### src/sv/tfd_pkg.sv
// ----------------------------------------------------------------------------
// tfd_pkg
// Shared types and constants of the telemetry frame deframer.
// ----------------------------------------------------------------------------
package tfd_pkg;

  localparam int unsigned WinLen   = 10;
  localparam int unsigned FillW    = $clog2(WinLen);
  localparam int unsigned ByteW    = 8;
  localparam int unsigned CfgIdxW  = 2;
  localparam int unsigned CfgDataW = 16;
  localparam int unsigned OutDataW = 72;
  localparam int unsigned DivNumW  = 25;
  localparam int unsigned DivDenW  = 16;
  localparam int unsigned DivCntW  = $clog2(DivNumW);
  localparam int unsigned QDepth   = 2;

  localparam logic [ByteW-1:0] SyncByte0 = 8'hAA;
  localparam logic [ByteW-1:0] SyncByte1 = 8'h55;
  localparam logic [ByteW-1:0] FrameLen  = 8'd6;

  localparam logic [CfgIdxW-1:0] CfgBattEmpty = 2'd0;
  localparam logic [CfgIdxW-1:0] CfgBattFull  = 2'd1;

  localparam logic [CfgDataW-1:0] BattEmptyRst = 16'd9900;
  localparam logic [CfgDataW-1:0] BattFullRst  = 16'd12600;

  // km/h in Q.8 = floor(|mm/s| * 576 / 625); over 0..32768 this equals
  // a multiply by ceil(2^25 * 576 / 625) and a right shift by 25
  localparam int unsigned         KmhShift  = 25;
  localparam logic [24:0]         KmhRecip  = 25'd30923765;
  localparam logic [6:0]          PctMul = 7'd100;
  localparam logic [6:0]          PctMax = 7'd100;

  typedef struct packed {
    logic [7:0]         fault;
    logic signed [7:0]  temp;
    logic [15:0]        volt;
    logic signed [15:0] speed;
  } frame_t;

  typedef struct packed {
    logic [7:0]         fault;
    logic signed [7:0]  temp;
    logic [6:0]         pct;
    logic [15:0]        volt;
    logic [14:0]        kmh;
    logic signed [15:0] speed;
  } result_t;

  typedef struct packed {
    logic               start;
    logic [DivNumW-1:0] num;
    logic [DivDenW-1:0] den;
  } div_req_t;

  typedef struct packed {
    logic               done;
    logic [DivNumW-1:0] quo;
  } div_rsp_t;

endpackage

### src/sv/tfd_front.sv
// ----------------------------------------------------------------------------
// tfd_front
// Byte window: collects bytes, checks sync, length and checksum on the
// tenth byte, drops bytes on a failed check and pushes good frames.
// ----------------------------------------------------------------------------
module tfd_front import tfd_pkg::*; (
  input  logic             clk_i,
  input  logic             rst_ni,
  input  logic             in_valid_i,
  output logic             in_ready_o,
  input  logic [ByteW-1:0] in_byte_i,
  input  logic             q_full_i,
  output logic             push_o,
  output frame_t           frame_o
);

  logic [ByteW-1:0] win_q [WinLen-1];
  logic [ByteW-1:0] win_d [WinLen-1];
  logic [ByteW-1:0] fw    [WinLen];
  logic [FillW-1:0] fill_q, fill_d;
  logic [ByteW-1:0] sum;
  logic             acc, last, hdr_bad, len_bad, sum_bad;

  assign in_ready_o = !q_full_i;
  assign acc        = in_valid_i && in_ready_o;
  assign last       = (fill_q == FillW'(WinLen - 1));

  always_comb begin
    for (int i = 0; i < WinLen - 1; i++) begin
      fw[i] = win_q[i];
    end
    fw[WinLen-1] = in_byte_i;
  end

  always_comb begin
    sum = '0;
    for (int i = 3; i < 9; i++) begin
      sum = sum ^ fw[i];
    end
  end

  assign hdr_bad = (fw[0] != SyncByte0) || (fw[1] != SyncByte1);
  assign len_bad = (fw[2] != FrameLen);
  assign sum_bad = (sum != fw[9]);

  always_comb begin
    win_d  = win_q;
    fill_d = fill_q;
    push_o = 1'b0;
    if (acc) begin
      if (!last) begin
        win_d[fill_q] = in_byte_i;
        fill_d        = fill_q + FillW'(1);
      end else if (hdr_bad) begin
        // drop one byte
        for (int i = 0; i < WinLen - 1; i++) begin
          win_d[i] = fw[i+1];
        end
        fill_d = FillW'(WinLen - 1);
      end else if (len_bad) begin
        // drop three bytes
        for (int i = 0; i < WinLen - 3; i++) begin
          win_d[i] = fw[i+3];
        end
        fill_d = FillW'(WinLen - 3);
      end else if (sum_bad) begin
        // drop two bytes
        for (int i = 0; i < WinLen - 2; i++) begin
          win_d[i] = fw[i+2];
        end
        fill_d = FillW'(WinLen - 2);
      end else begin
        push_o = 1'b1;
        fill_d = '0;
      end
    end
  end

  assign frame_o.speed = {fw[4], fw[3]};
  assign frame_o.volt  = {fw[6], fw[5]};
  assign frame_o.temp  = fw[7];
  assign frame_o.fault = fw[8];

  always_ff @(posedge clk_i or negedge rst_ni) begin
    if (!rst_ni) begin
      fill_q <= '0;
    end else begin
      fill_q <= fill_d;
    end
  end

  always_ff @(posedge clk_i) begin
    win_q <= win_d;
  end

endmodule

### src/sv/tfd_fifo.sv
// ----------------------------------------------------------------------------
// tfd_fifo
// Two-entry frame queue between the byte window and the decode engine.
// ----------------------------------------------------------------------------
module tfd_fifo import tfd_pkg::*; (
  input  logic   clk_i,
  input  logic   rst_ni,
  input  logic   push_i,
  input  frame_t push_data_i,
  output logic   full_o,
  output logic   valid_o,
  input  logic   pop_i,
  output frame_t pop_data_o
);

  localparam int unsigned PtrW = $clog2(QDepth);
  localparam int unsigned CntW = $clog2(QDepth + 1);

  frame_t            mem_q [QDepth];
  logic [PtrW-1:0]   wr_ptr_q, rd_ptr_q;
  logic [CntW-1:0]   cnt_q;
  logic              do_push, do_pop;

  assign full_o     = (cnt_q == CntW'(QDepth));
  assign valid_o    = (cnt_q != '0);
  assign do_push    = push_i && !full_o;
  assign do_pop     = pop_i && valid_o;
  assign pop_data_o = mem_q[rd_ptr_q];

  always_ff @(posedge clk_i or negedge rst_ni) begin
    if (!rst_ni) begin
      wr_ptr_q <= '0;
      rd_ptr_q <= '0;
      cnt_q    <= '0;
    end else begin
      if (do_push) begin
        wr_ptr_q <= (wr_ptr_q == PtrW'(QDepth - 1)) ? '0 : wr_ptr_q + PtrW'(1);
      end
      if (do_pop) begin
        rd_ptr_q <= (rd_ptr_q == PtrW'(QDepth - 1)) ? '0 : rd_ptr_q + PtrW'(1);
      end
      if (do_push && !do_pop) begin
        cnt_q <= cnt_q + CntW'(1);
      end else if (do_pop && !do_push) begin
        cnt_q <= cnt_q - CntW'(1);
      end
    end
  end

  always_ff @(posedge clk_i) begin
    if (do_push) begin
      mem_q[wr_ptr_q] <= push_data_i;
    end
  end

endmodule

### src/sv/tfd_div.sv
// ----------------------------------------------------------------------------
// tfd_div
// Restoring unsigned divider, one quotient bit per cycle.
// ----------------------------------------------------------------------------
module tfd_div import tfd_pkg::*; (
  input  logic     clk_i,
  input  logic     rst_ni,
  input  div_req_t req_i,
  output div_rsp_t rsp_o
);

  logic [DivNumW-1:0] sh_q;
  logic [DivDenW-1:0] rem_q, den_q;
  logic [DivCntW-1:0] cnt_q;
  logic               busy_q, done_q;
  logic [DivDenW:0]   trial, diff;
  logic               ge;

  assign trial = {rem_q, sh_q[DivNumW-1]};
  assign ge    = (trial >= {1'b0, den_q});
  assign diff  = trial - {1'b0, den_q};

  assign rsp_o.done = done_q;
  assign rsp_o.quo  = sh_q;

  always_ff @(posedge clk_i or negedge rst_ni) begin
    if (!rst_ni) begin
      busy_q <= 1'b0;
      done_q <= 1'b0;
      cnt_q  <= '0;
    end else begin
      done_q <= 1'b0;
      if (req_i.start) begin
        busy_q <= 1'b1;
        cnt_q  <= '0;
      end else if (busy_q) begin
        cnt_q <= cnt_q + DivCntW'(1);
        if (cnt_q == DivCntW'(DivNumW - 1)) begin
          busy_q <= 1'b0;
          done_q <= 1'b1;
        end
      end
    end
  end

  always_ff @(posedge clk_i) begin
    if (req_i.start) begin
      sh_q  <= req_i.num;
      den_q <= req_i.den;
      rem_q <= '0;
    end else if (busy_q) begin
      rem_q <= ge ? diff[DivDenW-1:0] : trial[DivDenW-1:0];
      sh_q  <= {sh_q[DivNumW-2:0], ge};
    end
  end

endmodule

### src/sv/tfd_back.sv
// ----------------------------------------------------------------------------
// tfd_back
// Decode engine: takes frames from the queue, derives km/h by a reciprocal
// multiply and battery percent through the divider or as a fixed value, and
// holds the result for the output.
// ----------------------------------------------------------------------------
module tfd_back import tfd_pkg::*; (
  input  logic                clk_i,
  input  logic                rst_ni,
  input  logic                q_valid_i,
  input  frame_t              q_data_i,
  output logic                q_pop_o,
  input  logic [CfgDataW-1:0] batt_empty_i,
  input  logic [CfgDataW-1:0] batt_full_i,
  output div_req_t            div_req_o,
  input  div_rsp_t            div_rsp_i,
  output logic                out_valid_o,
  input  logic                out_ready_i,
  output result_t             out_data_o
);

  localparam logic [2:0] StIdle    = 3'd0;
  localparam logic [2:0] StMul     = 3'd1;
  localparam logic [2:0] StPct     = 3'd4;
  localparam logic [2:0] StPctWait = 3'd5;
  localparam logic [2:0] StFin     = 3'd6;

  logic [2:0]          state_q, state_d;
  frame_t              frm_q;
  logic [DivNumW-1:0]  pct_num_q;
  logic [DivDenW-1:0]  pct_den_q;
  logic                pct_div_q;
  logic [6:0]          pct_q, pct_const_q;
  logic [14:0]         kmh_q;
  result_t             res_q;
  logic                out_valid_q;
  logic [16:0]         mag;
  logic [16+KmhShift:0] kmh_prod;
  logic [15:0]         mv_diff, span;
  logic                load_out;

  assign mag      = frm_q.speed[15] ? (17'h10000 - {1'b0, frm_q.speed})
                                    : {1'b0, frm_q.speed};
  assign kmh_prod = (17 + KmhShift)'(mag) * (17 + KmhShift)'(KmhRecip);
  assign mv_diff  = frm_q.volt - batt_empty_i;
  assign span     = batt_full_i - batt_empty_i;

  assign q_pop_o     = (state_q == StIdle) && q_valid_i;
  assign load_out    = (state_q == StFin) && (!out_valid_q || out_ready_i);
  assign out_valid_o = out_valid_q;
  assign out_data_o  = res_q;

  always_comb begin
    div_req_o = '{start: 1'b0, num: pct_num_q, den: pct_den_q};
    if (state_q == StPct) begin
      div_req_o.start = pct_div_q;
    end
  end

  always_comb begin
    state_d = state_q;
    unique case (state_q)
      StIdle:    if (q_valid_i) state_d = StMul;
      StMul:     state_d = StPct;
      StPct:     state_d = pct_div_q ? StPctWait : StFin;
      StPctWait: if (div_rsp_i.done) state_d = StFin;
      StFin:     if (load_out) state_d = StIdle;
      default:   state_d = StIdle;
    endcase
  end

  always_ff @(posedge clk_i or negedge rst_ni) begin
    if (!rst_ni) begin
      state_q     <= StIdle;
      out_valid_q <= 1'b0;
    end else begin
      state_q <= state_d;
      if (load_out) begin
        out_valid_q <= 1'b1;
      end else if (out_ready_i) begin
        out_valid_q <= 1'b0;
      end
    end
  end

  always_ff @(posedge clk_i) begin
    if (q_pop_o) begin
      frm_q <= q_data_i;
    end
    if (state_q == StMul) begin
      kmh_q     <= kmh_prod[KmhShift +: 15];
      pct_num_q <= DivNumW'(mv_diff) * DivNumW'(PctMul);
      pct_den_q <= span;
      pct_div_q <= 1'b0;
      // at or below empty, or an inverted span, reads as empty
      if (frm_q.volt <= batt_empty_i) begin
        pct_const_q <= '0;
      end else if (batt_full_i == batt_empty_i) begin
        pct_const_q <= PctMax;
      end else if (batt_full_i < batt_empty_i) begin
        pct_const_q <= '0;
      end else begin
        pct_const_q <= '0;
        pct_div_q   <= 1'b1;
      end
    end
    if (state_q == StPct && !pct_div_q) begin
      pct_q <= pct_const_q;
    end
    if (state_q == StPctWait && div_rsp_i.done) begin
      pct_q <= (div_rsp_i.quo > DivNumW'(PctMax)) ? PctMax : div_rsp_i.quo[6:0];
    end
    if (load_out) begin
      res_q.speed <= frm_q.speed;
      res_q.kmh   <= kmh_q;
      res_q.volt  <= frm_q.volt;
      res_q.pct   <= pct_q;
      res_q.temp  <= frm_q.temp;
      res_q.fault <= frm_q.fault;
    end
  end

endmodule

### src/sv/telemetry_frame_deframer.sv
// ----------------------------------------------------------------------------
// telemetry_frame_deframer
// Deframes AA 55 06 telemetry frames from a byte stream into decoded records.
// ----------------------------------------------------------------------------
// Input stream s_axis carries one received byte per item. Output stream
// m_axis carries one decoded record per good frame: speed, km/h in Q.8,
// voltage, battery percent, temperature and fault code. The cfg channel
// writes battery_empty_mv (index 0) and battery_full_mv (index 1); it is
// always ready and should be used while no frame is in flight.
// A byte is taken each cycle while the two-entry frame queue has room.
// The byte that completes a good frame pushes it into the queue at once.
// The decode engine holds one frame at a time and finds battery percent
// with the 25-step divider; km/h comes from a reciprocal multiply
// registered in StMul. A frame whose percent is fixed (at or below empty,
// zero or inverted span) skips the divider. A frame passes from the queue
// through StMul, StPct, StPctWait (divider only) and StFin to the output.
// Reset empties the byte window and the queue, drops any pending record
// and restores both battery thresholds. When the receiver stalls, the
// record holds in the output register, the engine waits, the queue fills,
// and s_axis_tready drops only once both queue entries are taken.
// ----------------------------------------------------------------------------
module telemetry_frame_deframer import tfd_pkg::*; (
  input  logic                clk_i,
  input  logic                rst_ni,
  input  logic                s_axis_tvalid,
  output logic                s_axis_tready,
  input  logic [7:0]          s_axis_tdata,   // [7:0] rx_byte
  output logic                m_axis_tvalid,
  input  logic                m_axis_tready,
  // [15:0] speed_raw, [30:16] speed_kmh_q8, [46:31] voltage_mv,
  // [53:47] battery_percent, [61:54] temperature, [69:62] fault_code
  output logic [OutDataW-1:0] m_axis_tdata,
  input  logic                cfg_valid_i,
  output logic                cfg_ready_o,
  input  logic [CfgIdxW-1:0]  cfg_index_i,
  input  logic [CfgDataW-1:0] cfg_data_i
);

  logic [CfgDataW-1:0] batt_empty_q, batt_full_q;
  logic                push, q_full, q_valid, q_pop;
  frame_t              push_frame, q_frame;
  div_req_t            div_req;
  div_rsp_t            div_rsp;
  result_t             result;

  assign cfg_ready_o  = 1'b1;
  assign m_axis_tdata = {(OutDataW - $bits(result_t))'(0), result};

  always_ff @(posedge clk_i or negedge rst_ni) begin
    if (!rst_ni) begin
      batt_empty_q <= BattEmptyRst;
      batt_full_q  <= BattFullRst;
    end else if (cfg_valid_i && cfg_ready_o) begin
      unique case (cfg_index_i)
        CfgBattEmpty: batt_empty_q <= cfg_data_i;
        CfgBattFull:  batt_full_q  <= cfg_data_i;
        default: ;
      endcase
    end
  end

  tfd_front u_front (
    .clk_i      (clk_i),
    .rst_ni     (rst_ni),
    .in_valid_i (s_axis_tvalid),
    .in_ready_o (s_axis_tready),
    .in_byte_i  (s_axis_tdata),
    .q_full_i   (q_full),
    .push_o     (push),
    .frame_o    (push_frame)
  );

  tfd_fifo u_fifo (
    .clk_i       (clk_i),
    .rst_ni      (rst_ni),
    .push_i      (push),
    .push_data_i (push_frame),
    .full_o      (q_full),
    .valid_o     (q_valid),
    .pop_i       (q_pop),
    .pop_data_o  (q_frame)
  );

  tfd_div u_div (
    .clk_i  (clk_i),
    .rst_ni (rst_ni),
    .req_i  (div_req),
    .rsp_o  (div_rsp)
  );

  tfd_back u_back (
    .clk_i        (clk_i),
    .rst_ni       (rst_ni),
    .q_valid_i    (q_valid),
    .q_data_i     (q_frame),
    .q_pop_o      (q_pop),
    .batt_empty_i (batt_empty_q),
    .batt_full_i  (batt_full_q),
    .div_req_o    (div_req),
    .div_rsp_i    (div_rsp),
    .out_valid_o  (m_axis_tvalid),
    .out_ready_i  (m_axis_tready),
    .out_data_o   (result)
  );

endmodule

### config.mk
export PLATFORM = sky130hd
export DESIGN_NAME = telemetry_frame_deframer
export DESIGN_NICKNAME = d
export VERILOG_FILES = /design/src/sv/tfd_pkg.sv /design/src/sv/tfd_front.sv /design/src/sv/tfd_fifo.sv /design/src/sv/tfd_div.sv /design/src/sv/tfd_back.sv /design/src/sv/telemetry_frame_deframer.sv
export SDC_FILE = /design/constraint.sdc
export NUM_CORES = 1
export LEC_CHECK = 0
export BUFFER_PORTS_ARGS = -buffer_cell sky130_fd_sc_hd__buf_4
export CORE_UTILIZATION = 55
export CTS_CLUSTER_SIZE = 28
export DETAILED_ROUTE_END_ITERATION = 8
export PLACE_DENSITY = 0.84
export SLEW_MARGIN = 5
export SYNTH_ARGS = -nofsm -noshare
export SYNTH_HDL_FRONTEND = slang
export SYNTH_SLANG_ARGS = --single-unit
export TNS_END_PERCENT = 50
### constraint.sdc
create_clock -name clk_i -period 10.5 [get_ports clk_i]
set_input_delay 0.525 -clock clk_i [delete_from_list [all_inputs] [get_ports clk_i]]
set_output_delay 0.525 -clock clk_i [all_outputs]
set_load 0.02 [all_outputs]
Yosys cells after proc, flatten, opt, wreduce, memory -nomap -nowiden
Memory sizes are Yosys's and may differ from the RTL's. A register that Yosys moved wholly into a read port is not among the register bits. Index checks and enable logic that the tools add are counted.

Register bits: 317. Bits in writable memories: 96. Output and inout port bits: 75. Memories: 1.

Add/sub/neg operators: 10. Multipliers: 2. Order comparisons: 6. Eq/ne operators: 20. Multiplexer cells: 49. Bitwise gates (word level): 6. Reductions and logical operators: 31.

Memory list: u_fifo.mem_q (words 2, width 48, rd ports 1, clocked after memory_dff 1, wr ports 1, line tfd_fifo.sv:19) `frame_t mem_q [QDepth];`.

Operators by type and width (count): $mux 64 (2); $bwmux 72 (1); $mux 72 (1); $mux 56 (1); $sub 16x16->16 (3); $mul 17x25->40 const B (1); $xor 8x8->8 (5); $demux 8 s4 (1); $mux 7 (4); $gt 25x7->1 const B (1); $mux 25 (1); $mux 8 (3); $mux 23 (1); $mul 16x5->21 const B (1); $mux 1 (19); $ge 17x16->1 (1); $mux 17 (1); $sub 17x16->17 const A (1); $eq 16x16->1 (1); $le 16x16->1 (1); $lt 16x16->1 (1); $mux 16 (1); $mux 4 (4); $pmux 3 s5 (1); other kinds (34) (67).

Longest topological paths before layout
Depth after elaboration: 16. Mapped depth: 31.

Hierarchy
Synthesis repeated with hierarchy kept, for this count alone.

Cell total of the unflattened synthesis: 2497. Area, all modules: 30122.6 sq um.

By module, submodules not included: tfd_back (instances 1, cells an instance 1473, area each 16647.2 sq um); tfd_front (instances 1, cells an instance 491, area each 5163.7 sq um); tfd_fifo (instances 1, cells an instance 168, area each 3707.3 sq um); tfd_div (instances 1, cells an instance 292, area each 3345.7 sq um); telemetry_frame_deframer (instances 1, cells an instance 73, area each 1258.7 sq um).

Least setup slack after synthesis
Ideal clock, no wire load.

Kind: register to register. Start: register u_back.frm_q[0] (netlist name). End: register u_back.kmh_q[13] (data pin). Setup time: 258 ps. Arrival: 7683 ps. Setup slack: 2560 ps. Cell stages (with the launch flop): 27. Period minus slack after synthesis: 7940 ps. Cells stage by stage: edfxtp_1 inv_1 ha_1 or3b_1 or2_4 o41ai_1 xnor2_1 fa_1 inv_1 fa_1 fa_1 inv_1 fa_1 fa_1 inv_1 fa_1 inv_1 ha_1 nand3_1 o211ai_1 and4_1 o311a_1 o31a_1 o21a_1 a211o_1 a21oi_1 xnor2_1.

Word-level cells in the longest chain between the ends: 3.

RTL lines: $sub 17x16->17 (line tfd_back.sv:42) `assign mag = frm_q.speed[15] ? (17'h10000 - {1'b0, frm_q.speed})`; $mux 17 * (line tfd_back.sv:42); $mul 17x25->40 * (line tfd_back.sv:44) `assign kmh_prod = (17 + KmhShift)'(mag) * (17 + KmhShift)'(KmhRecip);`; via u_back.kmh_prod[38] (line tfd_back.sv:38) `logic [16+KmhShift:0] kmh_prod;`; end signal, assigned (line tfd_back.sv:91) `kmh_q <= kmh_prod[KmhShift +: 15];`; end, declared (line tfd_back.sv:34) `logic [14:0] kmh_q;`.

Mark *: on every way through the listed nets, which the timed path passes. The rest lies on a longest branch. A chain may end at the register's enable or synchronous reset.

Final worst setup path
Start: register u_back.frm_q[0] (netlist name). End: register u_back.kmh_q[9] (data pin).

Word-level cells in the longest chain between the ends: 3.

RTL lines (line): $sub 17x16->17 (tfd_back.sv:42); $mux 17 * (tfd_back.sv:42); $mul 17x25->40 * (tfd_back.sv:44); via u_back.kmh_prod[34] (tfd_back.sv:38).

Marked as above.

==> results.txt <==
Status - finished clean
Worst skew pair latency - 0.60 ns
Final setup vio count - 0
Top-area cell type share of the netlist area - 40.1%
Ant. Diodes - 0
Largest area contributor in the netlist - edfxtp_1
Final Hold Fails - 0
GRT Residual Overflow - 0
Die X - 232 µm
Starting Density - 56.2%
Post-synthesis sequential area ratio - 45.7%
# clock sinks - 455
Routed len/inst - 21.1 µm
Final Cycle Share - 84.5%
Async SR Flop Fraction - 11.2%
Ys flop type - edfxtp_1
Vias in the first global route - 19000
DR vias - 18500
DR DRC count - 0
Critical Path AT - 9.20 ns
Hpwl dp - 51.3 mm
Setup Crit Path Kind - reg2reg
Fmax - 113 MHz
Global-route wire length before repair - 106 mm
Reg clk slew, reported paths - 0.06 ns
DR pass1 iterations - 8
Placed insts - 3132
Post-CTS setup buffers - 0
Setup crit start kind - flop
Vias per inst - 5.74
Hold WC Path Type - in2reg
Largest net degree at the start of global routing - 86
Final std cells w/o fill - 3223
Synthesized cell area - 29100 µm²
Share of layout cells above drive strength 1 - 12.6%
RD Place Congestion - 0.985
Count leader, synth - edfxtp_1
Top cells by count, synth - edfxtp_1, inv_1, ha_1
Crit path max-delay cell type - edfxtp_1
Drt first-iter violations - 1675
Slew margin rel. - 22.7%
Avg Inst Size Synth - 12.1 µm²
DRT antenna net count - 0
Synth unique cells - 86
Cts bufs inserted - 48
CTS tree - yes
Final min period - 8.87 ns
GRT Total Usage - 25.8%
EDFF count, synth - 388
Area of the core - 51700 µm²
Root Driver - clkbuf_16
CP peak stage delay - 0.64 ns
Crit path max fanout - 13
RSZ-0062 raised after global routing - false
Synth warn - 0
CP required - 10.83 ns
Drt total wl - 67.9 mm
Final Max Slew Viols - 0
Max-Cap Viols - 0
Worst Skew - 0.0258 ns
Rows - 83
# IOs - 106
Area grow syn2layout - 11.3%
H-tree depth - 2
Buffers on Ports - 102
Max clock buf depth - 3
Cells after synthesis - 2395
Yosys reg bits - 455
Die ar. - 53800 µm²
Worst slew pin tran - 1.16 ns
Worst Setup End Kind - flop
Synth area leaders - edfxtp_1, fa_1, ha_1
Die Ht - 232 µm
Fin nets - 2966
Setup TNS - 0 ns
Initial antenna violation count - 1
[critical path, delay by kind of cell, from the launching register on]
| kind | cells | cell delay [ns] |
|---|---|---|
| compound gates | 7 | 1.92 |
| xor+xnor | 2 | 0.46 |
| fa+ha+maj | 8 | 3.41 |
| buf+inv | 5 | 0.92 |
| flops | 1 | 0.64 |
| simple gates | 4 | 1.25 |
[kinds of logic (layout without fill, tap and decap cells)]
family                     after synthesis  after routing  synth area share [%]
buffers and inverters                  434            577                  5.67
DFF                                    455            455                  45.7
xor gates and xnor gates               162            162                  4.93
muxes                                  148            148                  5.47
adders and majority gates              434            434                  23.5
other                                    2              7                0.0258
and+or+nand+nor                        410            410                  6.86
AOI/OAI and AO/OA                      350            350                  7.93
[state kept, by name (all words and copies together) (netlist names), 21 cells and up]
name               flops
u_back.frm_q          48
u_front.fw            24
u_div.sh_q            25
u_back.out_data_o     70
u_front.frame_o       48
u_fifo.mem_q          96
u_back.pct_num_q      21
[final timing paths]
check	to	cells after the start	startpoint	slack [ns]
worst max-delay path	u_back.kmh_q[9]	26	u_back.frm_q[0]	1.63
worst min-delay path	batt_empty_q[11]	3	cfg_data_i[11]	0.16
worst max register to register	u_back.kmh_q[9]	26	u_back.frm_q[0]	1.63
worst min register to register	u_back.out_data_o[20]	0	u_back.kmh_q[4]	0.40
max in group asynchronous	batt_empty_q[1]	2	rst_ni	9.43
min in group asynchronous	u_front.fill_q[0]	2	rst_ni	0.52
[placed cells by master (no fill, tap or decap), drive strengths merged, types with 42 or more instances in the layout]
master / count
edfxtp: 388
inv: 376
ha: 247
fa: 185
nor2: 121
nand2: 120
buf: 114
xnor2: 114
o21ai: 90
a21oi: 86
mux2: 86
mux2i: 62
clkbuf: 53
xor2: 48
a21o: 42
[cell type report]
| class | count | area [µm²] |
|---|---|---|
| Fill cell | 3919 | 19400 |
| Multi-Input combinational cell | 1511 | 14200 |
| Sequential cell | 455 | 13300 |
| Inverter | 372 | 1400 |
| Clock buffer | 53 | 1240 |
| Timing Repair Buffer | 115 | 866 |
| Tap cell | 680 | 851 |
| Clock inverter | 37 | 526 |
[layer usage]
layer / vias up / share of wire [%] / GRT usage, %
li1: 8488 / - / -
met1: 9224 / 42 / 34.7
met5: - / 0 / 0
met2: 671 / 49 / 43.1
met3: 112 / 7.1 / 4.67
met4: 0 / 2.3 / 6.76
[stage by stage]
stage          setup WS, ns  instance area, µm²  hold slack [ns]  utilization [%]
6_report               1.63               32300            0.156             62.5
5_1_grt                1.21               32300            0.155             62.5
4_1_cts                1.64               32300            0.125             62.5
3_5_place_dp           1.73               30600            0.405             59.1
3_3_place_gp           1.91               30600            0.404             59.1
2_1_floorplan          2.56               29100            0.229                -
[repair_timing]
item                                   4_1_cts  5_1_grt
resized for setup                            0        0
hold buffers                                 1        0
endpoints found under the hold margin        5        0
Power is not shown: default switching activity piles up to over one toggle a cycle in this logic, so the estimate is an artifact.
